==> src/design/yfvr_pkg.sv <==
// shared types, constants and helpers for the yuv fade block
`timescale 1ns / 1ps
`default_nettype none

package yfvr_pkg;

  // sample and packing sizes
  localparam int unsigned ByteW    = 8;
  localparam int unsigned MaxLanes = 8;
  localparam int unsigned WordW    = ByteW * MaxLanes;

  // configuration port
  localparam int unsigned AddrW = 3;
  localparam int unsigned DataW = 32;

  // register index, taken from paddr bit 2
  typedef enum logic {
    RegFadeLevel = 1'b0
  } yfvr_reg_e;

  localparam logic [ByteW-1:0] FadeReset = 8'd255;

  // signed q8 working sum, wide enough for every channel sum
  localparam int unsigned SumW = 20;
  typedef logic signed [SumW-1:0] sum_t;

  // yuv to rgb coefficients, q8
  localparam sum_t CoefRv = 20'sd359;
  localparam sum_t CoefGu = 20'sd88;
  localparam sum_t CoefGv = 20'sd183;
  localparam sum_t CoefBu = 20'sd454;

  // rgb to yuv coefficients, q8
  localparam sum_t CoefYr = 20'sd77;
  localparam sum_t CoefYg = 20'sd150;
  localparam sum_t CoefYb = 20'sd29;
  localparam sum_t CoefUr = 20'sd43;
  localparam sum_t CoefUg = 20'sd85;
  localparam sum_t CoefUb = 20'sd128;
  localparam sum_t CoefVr = 20'sd128;
  localparam sum_t CoefVg = 20'sd107;
  localparam sum_t CoefVb = 20'sd21;

  localparam sum_t ChromaOfs = 20'sd128;
  localparam sum_t RoundHalf = 20'sd128;
  localparam sum_t ChromaQ8  = 20'sd32768;

  // one pixel, three 8-bit samples
  typedef struct packed {
    logic [ByteW-1:0] y;
    logic [ByteW-1:0] u;
    logic [ByteW-1:0] v;
  } yfvr_pix_t;

  // stage load enables handed to the lanes
  typedef struct packed {
    logic s1;
    logic s2;
    logic s3;
  } yfvr_adv_t;

  // floor a biased q8 sum to an integer and saturate to 0..255
  function automatic logic [ByteW-1:0] q8_sat(input sum_t t);
    logic [ByteW-1:0] r;
    if (t < 0) begin
      r = '0;
    end else if (t[SumW-1:16] != '0) begin
      r = '1;
    end else begin
      r = t[15:8];
    end
    return r;
  endfunction

  // widen an unsigned sample into the working sum
  function automatic sum_t to_sum(input logic [ByteW-1:0] s);
    return sum_t'({1'b0, s});
  endfunction

endpackage

`default_nettype wire

==> src/design/yfvr_lane.sv <==
// one pixel lane: yuv to rgb, fade, rgb to yuv over three stages
`timescale 1ns / 1ps
`default_nettype none

module yfvr_lane (
  input  wire                           clk_i,
  input  yfvr_pkg::yfvr_adv_t           adv_i,
  input  wire  [yfvr_pkg::ByteW-1:0]    fade_i,
  input  yfvr_pkg::yfvr_pix_t           pix_i,
  output yfvr_pkg::yfvr_pix_t           pix_o
);
  import yfvr_pkg::*;

  logic [ByteW-1:0] r1_q, g1_q, b1_q;
  logic [ByteW-1:0] r1_d, g1_d, b1_d;
  logic [ByteW-1:0] r2_q, g2_q, b2_q;
  logic [ByteW-1:0] r2_d, g2_d, b2_d;
  yfvr_pix_t        pix3_q, pix3_d;

  // stage 1: yuv to rgb with saturation
  always_comb begin
    sum_t ys, du, dv;
    ys   = sum_t'({4'd0, pix_i.y, 8'd0});
    du   = to_sum(pix_i.u) - ChromaOfs;
    dv   = to_sum(pix_i.v) - ChromaOfs;
    r1_d = q8_sat(ys + CoefRv * dv + RoundHalf);
    g1_d = q8_sat(ys - CoefGu * du - CoefGv * dv + RoundHalf);
    b1_d = q8_sat(ys + CoefBu * du + RoundHalf);
  end

  // stage 2: scale by fade level over 256, rounded
  always_comb begin
    logic [15:0] pr, pg, pb;
    pr   = ({8'd0, r1_q} * {8'd0, fade_i}) + 16'd128;
    pg   = ({8'd0, g1_q} * {8'd0, fade_i}) + 16'd128;
    pb   = ({8'd0, b1_q} * {8'd0, fade_i}) + 16'd128;
    r2_d = pr[15:8];
    g2_d = pg[15:8];
    b2_d = pb[15:8];
  end

  // stage 3: rgb back to yuv, chroma offset 128
  always_comb begin
    sum_t r, g, b;
    r        = to_sum(r2_q);
    g        = to_sum(g2_q);
    b        = to_sum(b2_q);
    pix3_d.y = q8_sat(CoefYr * r + CoefYg * g + CoefYb * b + RoundHalf);
    pix3_d.u = q8_sat(CoefUb * b - CoefUr * r - CoefUg * g + ChromaQ8 + RoundHalf);
    pix3_d.v = q8_sat(CoefVr * r - CoefVg * g - CoefVb * b + ChromaQ8 + RoundHalf);
  end

  // stage registers, payload only
  always_ff @(posedge clk_i) begin
    if (adv_i.s1) begin
      r1_q <= r1_d;
      g1_q <= g1_d;
      b1_q <= b1_d;
    end
    if (adv_i.s2) begin
      r2_q <= r2_d;
      g2_q <= g2_d;
      b2_q <= b2_d;
    end
    if (adv_i.s3) begin
      pix3_q <= pix3_d;
    end
  end

  assign pix_o = pix3_q;

endmodule

`default_nettype wire

==> config.mk <==
export PLATFORM = sky130hd
export DESIGN_NAME = yfvr_lane
export DESIGN_NICKNAME = d
export VERILOG_FILES = /design/src/design/yfvr_pkg.sv /design/src/design/yfvr_lane.sv
export SDC_FILE = /design/constraint.sdc
export NUM_CORES = 1
export LEC_CHECK = 0
export CORE_MARGIN = 3
export CORE_UTILIZATION = 58
export DETAILED_ROUTE_END_ITERATION = 7
export DONT_BUFFER_PORTS = 1
export PLACE_DENSITY = 0.79
export SYNTH_ARGS = -nofsm -noshare
export SYNTH_HDL_FRONTEND = slang
export SYNTH_SLANG_ARGS = --single-unit
==> constraint.sdc <==
create_clock -name clk_i -period 15.2 [get_ports clk_i]
set_input_delay 3.04 -clock clk_i [delete_from_list [all_inputs] [get_ports clk_i]]
set_output_delay 3.04 -clock clk_i [all_outputs]
set_load 0.05 [all_outputs]
# --- Word-level counts from Yosys, hierarchy flattened ---
# Index checks and enable logic that the tools add are counted.
word_totals:
  out_inout_bits: 24
  elab_cells: 64
  n_memories: 0
  reg_bits: 72
  ram_bits: 0
  romBits: 0
  latchBits: 0
op_classes:
  addsub: 23
  magnitude_cmp: 6
  multipliers: 14
  mux: 6
  eq_ne: 0
  reduce_logical: 6
  div_mod_pow: 0
  n_shift: 0
  bitwise: 0
op_table:
  columns: ["operator", "n"]
  rows:
  - ["< comparator 20 x 1 -> 1 bit, second input constant", 3]
  - ["multiplier 7 x 8 -> 15 bit, first input constant", 4]
  - ["< comparator 19 x 1 -> 1 bit, second input constant", 3]
  - ["adder 16 x 8 -> 16 bit, second input constant", 3]
  - ["multiplier 8 x 8 -> 16 bit", 3]
  - ["2-to-1 mux 8 bit", 6]
  - ["adder 17 x 19 -> 20 bit", 2]
  - ["adder 20 x 9 -> 20 bit, second input constant", 2]
  - ["adder 18 x 9 -> 19 bit, second input constant", 2]
  - ["adder 17 x 17 -> 18 bit, second input constant", 2]
  - ["multiplier 9 x 9 -> 18 bit, first input constant", 2]
  - ["multiplier 5 x 8 -> 13 bit, first input constant", 2]
  - ["nonzero test 4 bit", 6]
  - ["adder 19 x 9 -> 20 bit, second input constant", 1]
  - ["adder 18 x 8 -> 19 bit, second input constant", 1]
  - ["multiplier 10 x 9 -> 19 bit, first input constant", 1]
  - ["subtractor 18 x 18 -> 19 bit", 1]
  - ["adder 17 x 13 -> 18 bit", 1]
  - ["subtractor 17 x 17 -> 18 bit", 1]
  - ["subtractor 8 x 8 -> 9 bit, second input constant", 2]
  - ["adder 15 x 16 -> 17 bit", 1]
  - ["subtractor 16 x 14 -> 17 bit", 1]
  - ["subtractor 16 x 16 -> 17 bit", 1]
  - ["subtractor 15 x 14 -> 16 bit", 1]
  - ["other kinds (3)", 3]

# --- Logic depth before layout (Yosys ltp) ---
logic_depth:
  ltp_word: 7
  mapped_depth: 26
  mapped_depth_nobuf: 26

# --- Least setup slack after synthesis ---
# OpenSTA, ideal clock, no wires.
synth_path:
  kind: "input port to flip-flop"
  start: "input port pix_i[9] (netlist name)"
  end: "register g1_q[0], data pin"
  required_ps: 14929
  arrival_time_ps: 8828
  slack_ps: 6101
  path_stages: 24
  cell_sequence: "ha_1 -> fa_1 -> ha_1 -> a21o_1 -> a21oi_1 -> o21bai_1 -> a21oi_1 -> xnor2_1 -> ha_1 -> fa_1 -> fa_1 -> inv_1 -> fa_1 -> inv_1 -> fa_1 -> inv_1 -> ha_1 -> and2_1 -> a221o_1 -> a41oi_2 -> nand2b_4 -> a211oi_2 -> o31ai_4 -> a21oi_1"
synth_via:
  elab_chain_cells: 7
  word_cells_on_any_way: 8
  classes_between: "add/sub: 4; mul: 1; order compare: 1; mux: 1; reduce/logical: 1"
synth_lines:
  columns: ["element", "line_no", "rtl"]
  rows:
  - ["from (decl)", "yfvr_lane.sv:9", "input yfvr_pkg::yfvr_pix_t pix_i,"]
  - ["subtractor 8 x 8 -> 9 bit *", "yfvr_lane.sv:24", "du = to_sum(pix_i.u) - ChromaOfs;"]
  - ["multiplier 5 x 9 -> 14 bit *", "yfvr_lane.sv:27", "g1_d = q8_sat(ys - CoefGu * du - CoefGv * dv + RoundHalf);"]
  - ["subtractor 17 x 17 -> 18 bit *", "yfvr_lane.sv:27", null]
  - ["subtractor 18 x 18 -> 19 bit *", "yfvr_lane.sv:27", null]
  - ["adder 19 x 9 -> 20 bit *", "yfvr_lane.sv:27", null]
  - ["parallel branches: the longest is 2 deep, another holds < comparator 20 x 1 -> 1 bit", null, null]
  - ["to (signal assigned)", "yfvr_lane.sv:57", "g1_q <= g1_d;"]
  - ["to (decl)", "yfvr_lane.sv:14", "logic [ByteW-1:0] r1_q, g1_q, b1_q;"]
# Every way passes the cells marked *.
# A chain may end at the register's enable or synchronous reset.

# --- Final worst setup path ---
layout_path:
  start: "input port pix_i[9] (netlist name)"
  end: "register g1_q[3], data pin"
# The elaborated chain is that of the path after synthesis.

==> flow_summary.rst <==
.. list-table::
   :header-rows: 1

   * - Metric
     - Value
   * - Number of primary I/O pins
     - 60
   * - WHS Endpoint
     - pix_o[16]
   * - Cell mode on critical path
     - fa_1
   * - Number of DRC markers in iteration 0
     - 671
   * - Post-synthesis async set-or-reset flop share
     - 0%
   * - Arrival time of data at the critical path endpoint
     - 9.23 ns
   * - Fin crit period
     - 9.13 ns
   * - Sort of element at the start of the critical path
     - input pin
   * - Cell Rows
     - 72
   * - Syn_area_per_cell
     - 9.35 um2
   * - CTS tree
     - yes
   * - Routability congestion estimate
     - 0.927
   * - Bufs and invs on worst path
     - 3
   * - DRC violation count after routing
     - 0
   * - Final setup violation count
     - 0
   * - Fin. Hold Viols
     - 0
   * - Largest net degree at the start of global routing
     - 25
   * - Total CTS buffers
     - 9
   * - Yosys reg bits
     - 72
   * - Worst slew margin relative to its limit
     - around three fifths
   * - Summed instance area of the synthesized netlist
     - 23300 um2
   * - CP max-delay cell
     - fa_1
   * - RSZ-0062 raised after global routing
     - no
   * - Net total in the final layout
     - 3381
   * - Outcome
     - finished, final reports clean
   * - Hold path startpoint
     - r2_q[0]
   * - Number of diodes added for antenna fixing
     - 0
   * - Number of nets still failing antenna checks after routing
     - 0
   * - Starting Density
     - 59.5%
   * - Core box area
     - 39200 um2
   * - Wire per inst
     - 16.5 um
   * - Via-per-instance ratio
     - about 5.6
   * - Commonest register cell after synthesis
     - edfxtp_1
   * - TritonCTS Sinks
     - between 70 and 80
   * - R2r setup slk
     - between 7 and 8 ns
   * - Share of the yosys chip area belonging to registers
     - 9.27%
   * - Number of violations of the max-capacitance limit
     - 0
   * - Warnings, synthesis
     - 0
   * - Maximum fanout encountered on the critical timing path
     - 8
   * - Max Root-Sink Buffers
     - 2
   * - Number of buffers inserted to repair setup after CTS
     - 0
   * - Leading cell types in the layout, fill and taps excluded
     - 595 x inv_1, 562 x ha_1, 300 x fa_1
   * - Vias in the first global route
     - between 15000 and 20000
   * - First-pass GRT wire length
     - 84300 um
   * - Quantity of I/O buffers inserted on ports
     - 0
   * - Setup TNS after final layout
     - 0 ns
   * - Cells along the critical path
     - ha_1 > fa_1 > ha_1 > a21o_1 > a21oi_1 > o21bai_1 > a21oi_1 > xnor2_1 > ha_1 > fa_1 > fa_1 > inv_1 > fa_1 > inv_1 > fa_1 > inv_1 > ha_1 > and2_1 > a221o_1 > a41oi_2 > nand2b_4 > a211oi_2 > o31ai_4 > a21oi_1
   * - Cell count of the worst reg-to-reg path
     - 21
   * - Total track usage
     - 24.4%
   * - End of the worst register-to-register path
     - pix_o[21]
   * - Depth of the CTS H-tree
     - 3
   * - Final cycle utilization of the critical path
     - 60.1%
   * - Fraction of layout cells with a size suffix above 1
     - 2.29%
   * - Antenna violations before repair
     - 0
   * - Kind of cell adding the most delay to the critical path
     - adder cells
   * - Delay of the slowest cell on the worst path
     - 0.54 ns
   * - Hold buffers post-CTS
     - 0
   * - Slew at the pin closest to its max-slew limit
     - 0.599 ns
   * - Post-CTS resize count
     - 0
   * - Detailed-router iteration count before antenna repair
     - 6
   * - Area of the die
     - between 40000 and 50000 um2
   * - Die extent in y
     - 206 um
   * - X dimension of the die
     - 206 um
   * - Max-slew violation total from the final report
     - 0
   * - Signed area change from the synthesized netlist to the final layout
     - 3.56%
   * - Distinct cells, synth
     - 73
   * - Cell at the root of the clock tree
     - clkbuf_16
   * - Clock Pin Slew Worst Setup and Hold Paths
     - 0.06 ns
   * - Hold Path Class
     - reg2reg
   * - Beginning of the worst register-to-register path
     - g2_q[4]
   * - Gate Count Post-Synth
     - 2493
   * - Max Clock Skew
     - 0.00781 ns
   * - Worst path required time
     - 15.30 ns
   * - Cell depth of the worst hold path
     - 5
   * - Kind of end point of the critical path
     - flop
   * - Count of flip-flops with a built-in enable after synthesis
     - 72
   * - Clock insertion delay at the later pin of the skew report
     - 0.37 ns
   * - Setup CP Type
     - in2reg
   * - Peak clock frequency supported by timing
     - 0.109 GHz
   * - Via count
     - 16780
   * - Leading cell type in the layout, fill and taps excluded
     - inv_1
   * - DPL Wire Length
     - 42800 um
   * - Total length of routed wires
     - ~49000 um
   * - Nets in the synthesized netlist
     - between 3000 and 4000
   * - GR Overflow Total
     - 0
-- area by class of cell --
| cell class | instances | area [um2] |
|---|---|---|
| clock buffers | 9 | 225 |
| flip-flops and latches | 72 | 2160 |
| inverters | 595 | 2230 |
| fillers | 3213 | 15000 |
| well taps | 518 | 648 |
| multi-input cells | 1805 | 18800 |
| clock inverters | 6 | 37.5 |
-- cells by family after synthesis --
group,count (synthesis),share of synthesized area [%]
fa+ha+maj,862,55.9
buf+inv,616,9.93
simple gates,501,10.7
compound gates,310,9.11
xor+xnor,129,4.91
flops,72,9.27
mux,3,0.188
-- metrics by stage --
step           cells  hold WS, ns  util (%)  worst slack (ns)  cell area, um2
5_1_grt         3005         1.26      61.6              5.66           24100
3_3_place_gp    2990         1.16      60.9              5.85           23900
3_5_place_dp    2990         1.17      60.9              5.70           23900
4_1_cts         3005         1.19      61.6              6.08           24100
6_report        3005         1.21      61.6              6.07           24100
2_1_floorplan   2493        0.919         -              6.10           23300
-- registers in the layout (all words and copies together), names as in the netlist --
name / flops
b1_q: 8
b2_q: 8
g1_q: 8
g2_q: 8
pix_o: 24
r1_q: 8
r2_q: 8
-- cell usage after synthesis, types with 3 or more instances --
| library cell | n | area, um2 |
|---|---|---|
| a2111oi_0 | 3 | 26.3 |
| a211oi_1 | 6 | 45.0 |
| a21boi_0 | 7 | 52.6 |
| a21o_1 | 38 | 285 |
| a21oi_1 | 72 | 360 |
| a21oi_2 | 10 | 87.6 |
| a311oi_1 | 4 | 35.0 |
| a31oi_1 | 12 | 75.1 |
| and2_1 | 104 | 651 |
| and3_1 | 14 | 87.6 |
| clkbuf_1 | 19 | 71.3 |
| edfxtp_1 | 72 | 2160 |
| fa_1 | 300 | 6010 |
| ha_1 | 562 | 7030 |
| inv_1 | 595 | 2230 |
| nand2_1 | 140 | 526 |
| nand2b_1 | 15 | 93.8 |
| nand3_1 | 17 | 85.1 |
| nand4_1 | 6 | 37.5 |
| nand4b_1 | 4 | 35.0 |
| nor2_1 | 109 | 409 |
| nor2b_1 | 19 | 119 |
| nor3_1 | 37 | 185 |
| nor4_1 | 4 | 25.0 |
| o2111ai_1 | 4 | 35.0 |
| o211ai_1 | 7 | 52.6 |
| o21a_1 | 23 | 173 |
| o21ai_0 | 45 | 225 |
| o21ai_1 | 23 | 115 |
| o21bai_1 | 13 | 97.6 |
| o31a_1 | 5 | 43.8 |
| o31ai_1 | 3 | 22.5 |
| o41ai_2 | 4 | 65.1 |
| or2_2 | 11 | 68.8 |
| or3_1 | 10 | 62.6 |
| xnor2_1 | 80 | 701 |
| xor2_1 | 48 | 420 |
-- worst max path at each step --
stage / to / slack [ns] / cells after the start / startpoint
3_5_place_dp: g1_q[1] / 5.70 / 25 / pix_i[8]
4_1_cts: g1_q[1] / 6.08 / 25 / pix_i[8]
5_1_grt: g1_q[4] / 5.66 / 25 / pix_i[8]
6_report: g1_q[3] / 6.07 / 24 / pix_i[9]
3_3_place_gp: g1_q[0] / 5.85 / 24 / pix_i[9]
2_1_floorplan: g1_q[0] / 6.10 / 24 / pix_i[9]
-- metal layers --
layer  track usage [%]  wire length [um]  part of all wire [%]  vias up
met5                 0                 0                     0        -
met4              9.70              1840                   3.7        0
met3              3.15              1920                   3.9      114
met2              46.0             26000                    53      346
met1              27.8             19700                    40     8277
li1                  -                 -                     -     8043
-- tightest hold or removal path: stages, from the launching register on --
cell,delay (ns)
edfxtp_1,0.58
nand3_1,0.15
o21ai_1,0.08
nand2_1,0.15
nand2_1,0.07
nand3b_1,0.07
Power is not shown: default switching activity piles up to over one toggle a cycle in this logic, so the estimate is an artifact.
