### src/design/yfvr_pkg.sv
// shared types, constants and helpers for the yuv fade block
`timescale 1ns / 1ps
`default_nettype none

package yfvr_pkg;

  // sample and packing sizes
  localparam int unsigned ByteW    = 8;
  localparam int unsigned MaxLanes = 8;
  localparam int unsigned WordW    = ByteW * MaxLanes;

  // configuration port
  localparam int unsigned AddrW = 3;
  localparam int unsigned DataW = 32;

  // register index, taken from paddr bit 2
  typedef enum logic {
    RegFadeLevel = 1'b0
  } yfvr_reg_e;

  localparam logic [ByteW-1:0] FadeReset = 8'd255;

  // signed q8 working sum, wide enough for every channel sum
  localparam int unsigned SumW = 20;
  typedef logic signed [SumW-1:0] sum_t;

  // yuv to rgb coefficients, q8
  localparam sum_t CoefRv = 20'sd359;
  localparam sum_t CoefGu = 20'sd88;
  localparam sum_t CoefGv = 20'sd183;
  localparam sum_t CoefBu = 20'sd454;

  // rgb to yuv coefficients, q8
  localparam sum_t CoefYr = 20'sd77;
  localparam sum_t CoefYg = 20'sd150;
  localparam sum_t CoefYb = 20'sd29;
  localparam sum_t CoefUr = 20'sd43;
  localparam sum_t CoefUg = 20'sd85;
  localparam sum_t CoefUb = 20'sd128;
  localparam sum_t CoefVr = 20'sd128;
  localparam sum_t CoefVg = 20'sd107;
  localparam sum_t CoefVb = 20'sd21;

  localparam sum_t ChromaOfs = 20'sd128;
  localparam sum_t RoundHalf = 20'sd128;
  localparam sum_t ChromaQ8  = 20'sd32768;

  // one pixel, three 8-bit samples
  typedef struct packed {
    logic [ByteW-1:0] y;
    logic [ByteW-1:0] u;
    logic [ByteW-1:0] v;
  } yfvr_pix_t;

  // stage load enables handed to the lanes
  typedef struct packed {
    logic s1;
    logic s2;
    logic s3;
  } yfvr_adv_t;

  // floor a biased q8 sum to an integer and saturate to 0..255
  function automatic logic [ByteW-1:0] q8_sat(input sum_t t);
    logic [ByteW-1:0] r;
    if (t < 0) begin
      r = '0;
    end else if (t[SumW-1:16] != '0) begin
      r = '1;
    end else begin
      r = t[15:8];
    end
    return r;
  endfunction

  // widen an unsigned sample into the working sum
  function automatic sum_t to_sum(input logic [ByteW-1:0] s);
    return sum_t'({1'b0, s});
  endfunction

endpackage

`default_nettype wire

### src/design/yfvr_merge.sv
// packs the lane results into the output words, unused bytes zero
`timescale 1ns / 1ps
`default_nettype none

module yfvr_merge #(
  parameter int unsigned LANES = 8
) (
  input  wire                                clk_i,
  input  wire                                load_i,
  input  yfvr_pkg::yfvr_pix_t [LANES-1:0]    pix_i,
  output logic [yfvr_pkg::WordW-1:0]         luma_o,
  output logic [yfvr_pkg::WordW-1:0]         cb_o,
  output logic [yfvr_pkg::WordW-1:0]         cr_o
);
  import yfvr_pkg::*;

  logic [WordW-1:0] luma_q, luma_d;
  logic [WordW-1:0] cb_q, cb_d;
  logic [WordW-1:0] cr_q, cr_d;

  // byte i of each word comes from lane i
  always_comb begin
    luma_d = '0;
    cb_d   = '0;
    cr_d   = '0;
    for (int unsigned i = 0; i < LANES; i++) begin
      luma_d[i*ByteW +: ByteW] = pix_i[i].y;
      cb_d[i*ByteW +: ByteW]   = pix_i[i].u;
      cr_d[i*ByteW +: ByteW]   = pix_i[i].v;
    end
  end

  // output register
  always_ff @(posedge clk_i) begin
    if (load_i) begin
      luma_q <= luma_d;
      cb_q   <= cb_d;
      cr_q   <= cr_d;
    end
  end

  assign luma_o = luma_q;
  assign cb_o   = cb_q;
  assign cr_o   = cr_q;

endmodule

`default_nettype wire

### config.mk
export PLATFORM = sky130hd
export DESIGN_NAME = yfvr_merge
export DESIGN_NICKNAME = d
export VERILOG_FILES = /design/src/design/yfvr_pkg.sv /design/src/design/yfvr_merge.sv
export SDC_FILE = /design/constraint.sdc
export NUM_CORES = 1
export LEC_CHECK = 0
export BUFFER_PORTS_ARGS = -buffer_cell sky130_fd_sc_hd__buf_4
export CORE_AREA = 3 3 150 152
export CTS_CLUSTER_DIAMETER = 40
export CTS_CLUSTER_SIZE = 10
export DETAILED_ROUTE_END_ITERATION = 10
export DIE_AREA = 0 0 153 155
export GPL_TIMING_DRIVEN = 0
export HOLD_SLACK_MARGIN = 0.02
export PLACE_DENSITY = 0.53
export SETUP_SLACK_MARGIN = 0.5
export SYNTH_ARGS = -nofsm -noshare
export SYNTH_HDL_FRONTEND = slang
export SYNTH_SLANG_ARGS = --single-unit
export TNS_END_PERCENT = 10
### constraint.sdc
create_clock -name clk_i -period 0.8 [get_ports clk_i]
set_input_delay 0 -clock clk_i [delete_from_list [all_inputs] [get_ports clk_i]]
set_output_delay 0 -clock clk_i [all_outputs]
set_load 0.02 [all_outputs]
=== Yosys cells after proc, flatten, opt, wreduce, memory -nomap -nowiden ===
Cells that the tools add are included.

* Register bits after elaboration: 192
* Bits of input ports: 194
* Output and inout port bits: 192
* Logic and storage cells: 3

=== Logic depth before layout (Yosys ltp) ===
Gate-level depths: netlist of run 1.

* Word-level depth: 0
* Mapped depth: 0
* Gate-level depth less buffers: 0

=== Least setup slack after synthesis of run 1 ===
No wires, ideal clock.

* Kind: register to output
* From: register cb_q[0] (netlist: cb_o[0])
* To: output cb_o[0] in the netlist's numbering
* Data arrival time: 0.449 ns
* Data required time: 0.800 ns
* Path slack: 0.351 ns
* Stages on the path, launching flop included: 1
* Cell sequence: edfxtp_1

{| class="wikitable"
|+ RTL lines
! element !! RTL line !! RTL
|-
| start: declaration || yfvr_merge.sv:18 || <nowiki>logic [WordW-1:0] cb_q, cb_d;</nowiki>
|-
| start signal: assignment || yfvr_merge.sv:37 || <nowiki>cb_q <= cb_d;</nowiki>
|-
| end: declaration || yfvr_merge.sv:12 || <nowiki>output logic [yfvr_pkg::WordW-1:0] cb_o,</nowiki>
|}

No word-level cell between the ends.

=== Worst setup path in the final report of run 1 ===
* From: register luma_q[24] (netlist: luma_o[24])
* To: output luma_o[24] in the netlist's numbering

{| class="wikitable"
|+ RTL lines
! element !! RTL line !! RTL
|-
| start: declaration || yfvr_merge.sv:17 || <nowiki>logic [WordW-1:0] luma_q, luma_d;</nowiki>
|-
| start signal: assignment || yfvr_merge.sv:36 || <nowiki>luma_q <= luma_d;</nowiki>
|-
| end: declaration || yfvr_merge.sv:11 || <nowiki>output logic [yfvr_pkg::WordW-1:0] luma_o,</nowiki>
|}

No word-level cell between the ends.

==> report_table.html, run 1 <==
<table>
<tr><th>Metric</th><th>Value</th></tr>
<tr><th colspan="2">Run status</th></tr>
<tr><td>Status</td><td>finished, violations left</td></tr>
<tr><td>Violations in the final reports</td><td>negative hold slack, negative setup slack</td></tr>
<tr><th colspan="2">Critical path</th></tr>
<tr><td>Crit-path max FO</td><td>1</td></tr>
<tr><td>Worst path buffer plus inverter count</td><td>1</td></tr>
<tr><td>CP max stage delay</td><td>430 ps</td></tr>
<tr><td>Worst-path cell chain</td><td>buf_6</td></tr>
<tr><td>Worst-path cell with the longest stage delay</td><td>edfxtp_1</td></tr>
<tr><td>Nature of the critical path endpoint</td><td>primary output</td></tr>
<tr><td>Critical Path AT</td><td>1000 ps</td></tr>
<tr><td>Setup Crit Path Kind</td><td>reg -&gt; out</td></tr>
<tr><td>Kind of cell with the highest combined delay on the critical path</td><td>flip-flops</td></tr>
<tr><td>Startpoint kind of the worst setup timing path</td><td>flip-flop</td></tr>
<tr><td>Required time of the worst setup path</td><td>800 ps</td></tr>
<tr><th colspan="2">Pwr</th></tr>
<tr><td>Internal power contribution</td><td>18.9 mW</td></tr>
<tr><td>Static Leakage</td><td>4.28 nW</td></tr>
<tr><td>Power per unit of standard cell area</td><td>2380 mW/mm2</td></tr>
<tr><td>Share of total power in combinational logic</td><td>0.147</td></tr>
<tr><td>Worst-case vdd ir drop</td><td>1.28 mV</td></tr>
<tr><td>Share of total power consumed by net switching</td><td>0.233</td></tr>
<tr><td>Clock network fraction of total power</td><td>0.354</td></tr>
<tr><td>Total design power</td><td>24.7 mW</td></tr>
<tr><td>Proportion of power drawn by flip-flops and latches</td><td>0.499</td></tr>
<tr><td>Net Switching</td><td>5.77 mW</td></tr>
<tr><th colspan="2">Drt</th></tr>
<tr><td>Routed len/inst</td><td>18.1 um</td></tr>
<tr><td>Remaining number of nets flagged by the antenna check after routing</td><td>0</td></tr>
<tr><td>Total wirelength of the detailed-routed design</td><td>16.0 mm</td></tr>
<tr><td>TritonRoute pass-1 iters</td><td>4</td></tr>
<tr><td>DRC</td><td>0</td></tr>
<tr><td>Number of vias after detailed routing</td><td>3486</td></tr>
<tr><td>DRT iter0 DRCs</td><td>135</td></tr>
<tr><td>Via/cell ratio</td><td>3.94</td></tr>
<tr><th colspan="2">Synth</th></tr>
<tr><td>Cell type with the largest total area after synthesis</td><td>edfxtp_1</td></tr>
<tr><td>Cell types occupying the most area after synthesis</td><td>edfxtp_1</td></tr>
<tr><td>Post-synth design cell area</td><td>0.00577 mm2</td></tr>
<tr><td>Cell count after synthesis</td><td>192</td></tr>
<tr><td>Syn. warnings</td><td>0</td></tr>
<tr><td>Synth Net Count</td><td>386</td></tr>
<tr><td>Average cell area after synthesis</td><td>30.0 um2</td></tr>
<tr><td>Share of the yosys chip area belonging to registers</td><td>1.00</td></tr>
<tr><td>Share of the synthesized area in the top cell type</td><td>1.00</td></tr>
<tr><td>Post-synthesis register bit count</td><td>192</td></tr>
<tr><td>Distinct cell type count after synthesis</td><td>1</td></tr>
<tr><th colspan="2">Cells and area</th></tr>
<tr><td>Filler cell count in the final layout</td><td>1835</td></tr>
<tr><td>Layout overhead on the synthesized area</td><td>79.9%</td></tr>
<tr><td>Multi-input gates</td><td>0</td></tr>
<tr><td>Layout Nets</td><td>791</td></tr>
<tr><td>Layout cell share with drive strength beyond 1</td><td>0.683</td></tr>
<tr><td>Area occupied by multi-input gates</td><td>0 um2</td></tr>
<tr><td>Layout Cell Area excl Fill</td><td>0.0104 mm2</td></tr>
<tr><td>Core utilization of the finished layout</td><td>0.490</td></tr>
<tr><td>Diode insertion count for antenna repair</td><td>0</td></tr>
<tr><th colspan="2">Timing</th></tr>
<tr><td>Max Clk Rate</td><td>1000 MHz</td></tr>
<tr><td>Worst setup margin</td><td>-200 ps</td></tr>
<tr><td>Final critical-path required period</td><td>1000 ps</td></tr>
<tr><td>Fraction of the cycle the final worst path needs</td><td>1.25</td></tr>
<tr><td>Worst hold slack after final layout</td><td>-245 ps</td></tr>
<tr><td>Setup repair after global routing missed its margin</td><td>true</td></tr>
<tr><td>Total count of hold-check failures in the final report</td><td>192</td></tr>
<tr><td>Worst-margin pin slew</td><td>555 ps</td></tr>
<tr><td>Worst slew margin relative to its limit</td><td>0.630</td></tr>
<tr><td>Max Transition Viols Final</td><td>0</td></tr>
<tr><td>Final count of negative-setup-slack endpoints</td><td>208</td></tr>
<tr><th colspan="2">Die</th></tr>
<tr><td>Number of placed I/O pins</td><td>386</td></tr>
<tr><td>Number of cell rows</td><td>53</td></tr>
<tr><td>Core outline area</td><td>0.0212 mm2</td></tr>
<tr><td>Die width</td><td>153 um</td></tr>
<tr><td>Chip Height</td><td>155 um</td></tr>
<tr><td>Die Footprint</td><td>0.0237 mm2</td></tr>
<tr><td>Starting density of the core</td><td>0.273</td></tr>
<tr><th colspan="2">GRT</th></tr>
<tr><td>Antenna violations before repair</td><td>0</td></tr>
<tr><td>Total grt overflow</td><td>0</td></tr>
<tr><td>Maximum number of pins on one net before global-route repair</td><td>107</td></tr>
<tr><td>Number of global-route vias before repair</td><td>3876</td></tr>
<tr><td>Global-route wire length before repair</td><td>23.1 mm</td></tr>
<tr><td>GRT Overall Usage</td><td>0.130</td></tr>
<tr><th colspan="2">Clock tree</th></tr>
<tr><td>Clock tree from TritonCTS</td><td>yes</td></tr>
<tr><td>Maximum level of the CTS H-tree</td><td>4</td></tr>
<tr><td>Number of sinks driven by the clock tree</td><td>192</td></tr>
<tr><td>Number of clock buffers inserted by TritonCTS</td><td>17</td></tr>
<tr><td>CTS root buffer</td><td>clkbuf_16</td></tr>
<tr><td>Clock transition at the registers of the reported paths</td><td>70 ps</td></tr>
<tr><td>Largest buffer count on any clock path</td><td>2</td></tr>
<tr><th colspan="2">Placement</th></tr>
<tr><td>Worst Setup Slack post-DPL</td><td>-629 ps</td></tr>
<tr><td>Final HPWL DP</td><td>12.3 mm</td></tr>
<tr><td>Final weighted congestion in routability-driven placement</td><td>0.792</td></tr>
<tr><td>Count of port buffers added during placement</td><td>385</td></tr>
<tr><td>Area after DPL</td><td>0.00903 mm2</td></tr>
<tr><th colspan="2">Hold path</th></tr>
<tr><td>Beginning of the worst hold path</td><td>pix_i[92]</td></tr>
<tr><td>Worst min-delay path endpoint</td><td>luma_o[28]</td></tr>
<tr><td>Worst Hold Class</td><td>in -&gt; reg</td></tr>
<tr><td>Hold-critical path depth</td><td>1</td></tr>
<tr><th colspan="2">Run</th></tr>
<tr><td>Total of max-cap violations</td><td>0</td></tr>
</table>
-- how the worst max path moves through the flow --
stage / to / from / slack (ps) / cells past startpoint
after detailed placement: luma_o[35] / load_i / -630 / 2
after floorplan: cb_o[0] / cb_o[0] / 350 / 0
final: luma_o[24] / luma_o[24] / -200 / 1
after global placement: luma_o[35] / load_i / -1340 / 1
after global routing: cb_o[61] / cb_o[61] / -250 / 1
after CTS: cb_o[61] / cb_o[61] / -250 / 1
-- cells by family after synthesis --
| group | count (synthesis) | synth area share |
|---|---|---|
| flops | 192 | 1.00 |
-- Yosys cell counts --
cell and n:
edfxtp_1 192
-- state kept, by name (all words and copies together), names as in the netlist --
name	cells
cr_o	64
luma_o	64
cb_o	64
-- stage by stage --
stage / setup TNS, ps / cells
2_1_floorplan: 0 / 192
3_3_place_gp: -254130 / 852
3_5_place_dp: -73800 / 853
4_1_cts: -34570 / 884
5_1_grt: -42330 / 884
6_report: -27740 / 884
-- what timing repair did --
| item | CTS | global route |
|---|---|---|
| resized for setup | 188 | 5 |
| endpoints found under the setup margin | 384 | 350 |
| endpoints found under the hold margin | 200 | 194 |
| setup buffers | 0 | 0 |
-- final cells by class --
type | instances | area [um2] | area share
well taps | 275 | 344 | 0.0332
clock buffers | 18 | 429 | 0.0414
clock inverters | 13 | 179 | 0.0172
repair buffers | 386 | 3650 | 0.352
flip-flops and latches | 192 | 5770 | 0.556
-- power by group through the flow --
| stage | registers, mW | logic [mW] | clock network [mW] |
|---|---|---|---|
| after floorplan | 13.4 | 0 | 0 |
| final | 12.3 | 3.63 | 8.74 |
| after detailed placement | 12.4 | 3.22 | 0 |
| after global routing | 12.4 | 3.79 | 9.54 |
| after global placement | 12.4 | 3.18 | 0 |
| after CTS | 12.4 | 3.67 | 9.07 |
-- cell usage in the layout, fill, tap and decap left out, types with 2 or more instances in the layout --
cell type	instances
bufinv_16	3
buf_6	191
clkinv_4	2
buf_16	2
buf_4	193
inv_6	2
inv_8	3
clkinvlp_4	2
edfxtp_1	192
clkbuf_16	17
-- layer usage --
metal / wire length (um) / GRT usage / up-vias
met5: 0 / 0 / -
met4: 371 / 0.0492 / 0
met3: 1840 / 0.0707 / 24
met2: 8690 / 0.230 / 218
met1: 5130 / 0.130 / 1648
li1: - / - / 1596
Note: power is estimated with default switching activity, not from simulation.
==> inputs of run 2 (changes only) <==
--- a/config.mk
+++ b/config.mk
@@ -6,11 +6,11 @@
 export NUM_CORES = 1
 export LEC_CHECK = 0
 export BUFFER_PORTS_ARGS = -buffer_cell sky130_fd_sc_hd__buf_4
-export CORE_AREA = 3 3 150 152
+export CORE_AREA = 2 2 149 151
 export CTS_CLUSTER_DIAMETER = 40
 export CTS_CLUSTER_SIZE = 10
 export DETAILED_ROUTE_END_ITERATION = 10
-export DIE_AREA = 0 0 153 155
+export DIE_AREA = 0 0 151 153
 export GPL_TIMING_DRIVEN = 0
 export HOLD_SLACK_MARGIN = 0.02
 export PLACE_DENSITY = 0.53
==> constraint.sdc (replaced) <==
create_clock -name clk_i -period 0.8 [get_ports clk_i]
set_input_delay 0.08 -clock clk_i [delete_from_list [all_inputs] [get_ports clk_i]]
set_output_delay 0.08 -clock clk_i [all_outputs]
set_load 0.02 [all_outputs]
==> run 2 against run 1 <==
  * The flow still finishes with violations (negative hold slack, negative setup slack)
  * Combinational power is essentially flat
  * Worst hold slack improved by 71 ps
  * Flip-flop and latch count unchanged
  * Sequential share of layout area hardly changed
  * Die area is 2.6% lower
  * Critical path type unchanged
  * Largest power group unchanged
==> report_table.html, run 2 (synthesis results as in run 1) <==
<table>
<tr><th>Metric</th><th>Value</th></tr>
<tr><th colspan="2">Run status</th></tr>
<tr><td>Status</td><td>finished, violations left (unchanged)</td></tr>
<tr><td>Violations in the final reports</td><td>negative hold slack, negative setup slack (unchanged)</td></tr>
<tr><th colspan="2">Cells and area</th></tr>
<tr><td>Core utilization of the finished layout</td><td>0.483 (was 0.490)</td></tr>
<tr><td>Layout Cell Area excl Fill</td><td>0.0104 mm2 (about the same)</td></tr>
<tr><td>Layout overhead on the synthesized area</td><td>79.9% (about the same)</td></tr>
<tr><td>Area occupied by multi-input gates</td><td>0 um2 (unchanged)</td></tr>
<tr><td>Diode insertion count for antenna repair</td><td>0 (unchanged)</td></tr>
<tr><td>Final Non-Filler Cells</td><td>890 (was 884)</td></tr>
<tr><td>Commonest non-fill, non-tap cell in the layout</td><td>buf_4 (unchanged)</td></tr>
<tr><td>Layout cell share with drive strength beyond 1</td><td>0.682 (was 0.683)</td></tr>
<tr><td>Layout Nets</td><td>791 (unchanged)</td></tr>
<tr><td>Most frequent cells in the layout</td><td>buf_4, edfxtp_1, buf_6 (unchanged)</td></tr>
<tr><td>Multi-input gates</td><td>0 (unchanged)</td></tr>
<tr><th colspan="2">GRT</th></tr>
<tr><td>Global-route wire length before repair</td><td>21.9 mm (was 23.1 mm)</td></tr>
<tr><td>Antenna violations before repair</td><td>0 (unchanged)</td></tr>
<tr><td>Number of global-route vias before repair</td><td>3824 (was 3876)</td></tr>
<tr><td>Total grt overflow</td><td>0 (unchanged)</td></tr>
<tr><td>Maximum number of pins on one net before global-route repair</td><td>98 (was 107)</td></tr>
<tr><td>GRT Overall Usage</td><td>0.130 (about the same)</td></tr>
<tr><th colspan="2">Run</th></tr>
<tr><td>Total of max-cap violations</td><td>0 (unchanged)</td></tr>
<tr><th colspan="2">Critical path</th></tr>
<tr><td>Kind of cell with the highest combined delay on the critical path</td><td>flip-flops (unchanged)</td></tr>
<tr><td>CP max stage delay</td><td>440 ps (was 430 ps)</td></tr>
<tr><td>Critical Path AT</td><td>1010 ps (was 1000 ps)</td></tr>
<tr><td>Required time of the worst setup path</td><td>720 ps (was 800 ps)</td></tr>
<tr><td>Crit-path max FO</td><td>1 (unchanged)</td></tr>
<tr><td>Nature of the critical path endpoint</td><td>primary output (unchanged)</td></tr>
<tr><td>Worst path buffer plus inverter count</td><td>1 (unchanged)</td></tr>
<tr><td>Setup Crit Path Kind</td><td>reg -&gt; out (unchanged)</td></tr>
<tr><td>Startpoint kind of the worst setup timing path</td><td>flip-flop (unchanged)</td></tr>
<tr><td>Worst-path cell with the longest stage delay</td><td>edfxtp_1 (unchanged)</td></tr>
<tr><td>Worst-path cell chain</td><td>buf_6 (unchanged)</td></tr>
<tr><th colspan="2">Die</th></tr>
<tr><td>Die Footprint</td><td>0.0231 mm2 (was 0.0237 mm2)</td></tr>
<tr><td>Die width</td><td>151 um (was 153 um)</td></tr>
<tr><td>Core outline area</td><td>0.0215 mm2 (was 0.0212 mm2)</td></tr>
<tr><td>Chip Height</td><td>153 um (was 155 um)</td></tr>
<tr><td>Number of placed I/O pins</td><td>386 (unchanged)</td></tr>
<tr><td>Starting density of the core</td><td>0.268 (was 0.273)</td></tr>
<tr><td>Number of cell rows</td><td>54 (was 53)</td></tr>
<tr><th colspan="2">Hold path</th></tr>
<tr><td>Worst Hold Class</td><td>in -&gt; reg (unchanged)</td></tr>
<tr><th colspan="2">Pwr</th></tr>
<tr><td>Static Leakage</td><td>4.28 nW (about the same)</td></tr>
<tr><td>Power per unit of standard cell area</td><td>2370 mW/mm2 (was 2380 mW/mm2)</td></tr>
<tr><td>Worst-case vdd ir drop</td><td>1.26 mV (was 1.28 mV)</td></tr>
<tr><th colspan="2">Drt</th></tr>
<tr><td>Remaining number of nets flagged by the antenna check after routing</td><td>0 (unchanged)</td></tr>
<tr><td>DRC</td><td>0 (unchanged)</td></tr>
<tr><td>DRT iter0 DRCs</td><td>138 (was 135)</td></tr>
<tr><td>Number of vias after detailed routing</td><td>3557 (was 3486)</td></tr>
<tr><td>Total wirelength of the detailed-routed design</td><td>15.4 mm (was 16.0 mm)</td></tr>
<tr><td>Via/cell ratio</td><td>4.00 (was 3.94)</td></tr>
<tr><td>Routed len/inst</td><td>17.3 um (was 18.1 um)</td></tr>
<tr><td>TritonRoute pass-1 iters</td><td>4 (unchanged)</td></tr>
<tr><th colspan="2">Clock tree</th></tr>
<tr><td>Number of clock buffers inserted by TritonCTS</td><td>17 (unchanged)</td></tr>
<tr><td>Maximum level of the CTS H-tree</td><td>4 (unchanged)</td></tr>
<tr><td>Clock tree from TritonCTS</td><td>yes (unchanged)</td></tr>
<tr><td>Clock transition at the registers of the reported paths</td><td>80 ps (was 70 ps)</td></tr>
<tr><td>CTS root buffer</td><td>clkbuf_16 (unchanged)</td></tr>
<tr><td>Largest buffer count on any clock path</td><td>2 (unchanged)</td></tr>
<tr><td>Number of sinks driven by the clock tree</td><td>192 (unchanged)</td></tr>
<tr><th colspan="2">Placement</th></tr>
<tr><td>Count of placed standard cells including taps</td><td>858 (was 853)</td></tr>
<tr><td>Final weighted congestion in routability-driven placement</td><td>0.756 (was 0.792)</td></tr>
<tr><td>Area after DPL</td><td>0.00904 mm2 (was 0.00903 mm2)</td></tr>
<tr><td>Count of port buffers added during placement</td><td>385 (unchanged)</td></tr>
<tr><td>Final HPWL DP</td><td>11.6 mm (was 12.3 mm)</td></tr>
<tr><th colspan="2">Timing</th></tr>
<tr><td>Worst hold slack after final layout</td><td>-174 ps (was -245 ps)</td></tr>
<tr><td>Worst setup margin</td><td>-293 ps (was -200 ps)</td></tr>
<tr><td>Worst slew margin relative to its limit</td><td>0.660 (was 0.630)</td></tr>
<tr><td>Final count of negative-setup-slack endpoints</td><td>257 (was 208)</td></tr>
<tr><td>Total count of hold-check failures in the final report</td><td>192 (unchanged)</td></tr>
<tr><td>Worst-margin pin slew</td><td>510 ps (was 555 ps)</td></tr>
<tr><td>Max Transition Viols Final</td><td>0 (unchanged)</td></tr>
<tr><td>Max Clk Rate</td><td>915 MHz (was 1000 MHz)</td></tr>
<tr><td>Setup repair after global routing missed its margin</td><td>true (unchanged)</td></tr>
<tr><td>Fraction of the cycle the final worst path needs</td><td>1.37 (was 1.25)</td></tr>
<tr><td>Final critical-path required period</td><td>1090 ps (was 1000 ps)</td></tr>
</table>
run 2: final cells by class:
type	instances	area, um2
clock inverter	15	178
fill	1837	11100
tap	280	350
sequential	192	5770
timing repair buffer	386	3650
clock buffer	17	425
run 2: worst paths after layout:
kind	start	to	slack, ps	depth (start not counted)
max	cb_o[54]	cb_o[54]	-290	1
min	pix_i[59]	cb_o[19]	-170	1
run 2: per-stage QoR:
| stage | power [mW] | TNS [ps] | setup WS, ps | hold WS, ps |
|---|---|---|---|---|
| after floorplan | 13.4 | 0 | 271 | 179 |
| after global placement | 15.6 | -269140 | -1420 | 258 |
| after detailed placement | 15.6 | -92380 | -734 | 259 |
| after CTS | 24.9 | -55540 | -340 | -201 |
| after global routing | 25.5 | -63410 | -338 | -211 |
| final | 24.6 | -47230 | -293 | -174 |
run 2: timing repair:
action,in CTS,in global routing
gates cloned,0,0
endpoints found under the hold margin,192,192
setup buffers,0,0
setup endpoints to repair,384,384
resized for setup,180,13
run 2: layer usage:
layer,wire length (um),track usage,vias to the layer above
met5,0,0,-
met4,293,0.0485,0
met3,1780,0.0681,19
met2,8420,0.234,219
met1,4920,0.123,1721
li1,-,-,1598
run 2: power breakdown:
group          switching, mW  total [mW]  internal (mW)
clock network           3.89        8.60           4.71
registers              0.370        12.3           12.0
logic                   1.64        3.61           1.98
total                   5.90        24.6           18.7
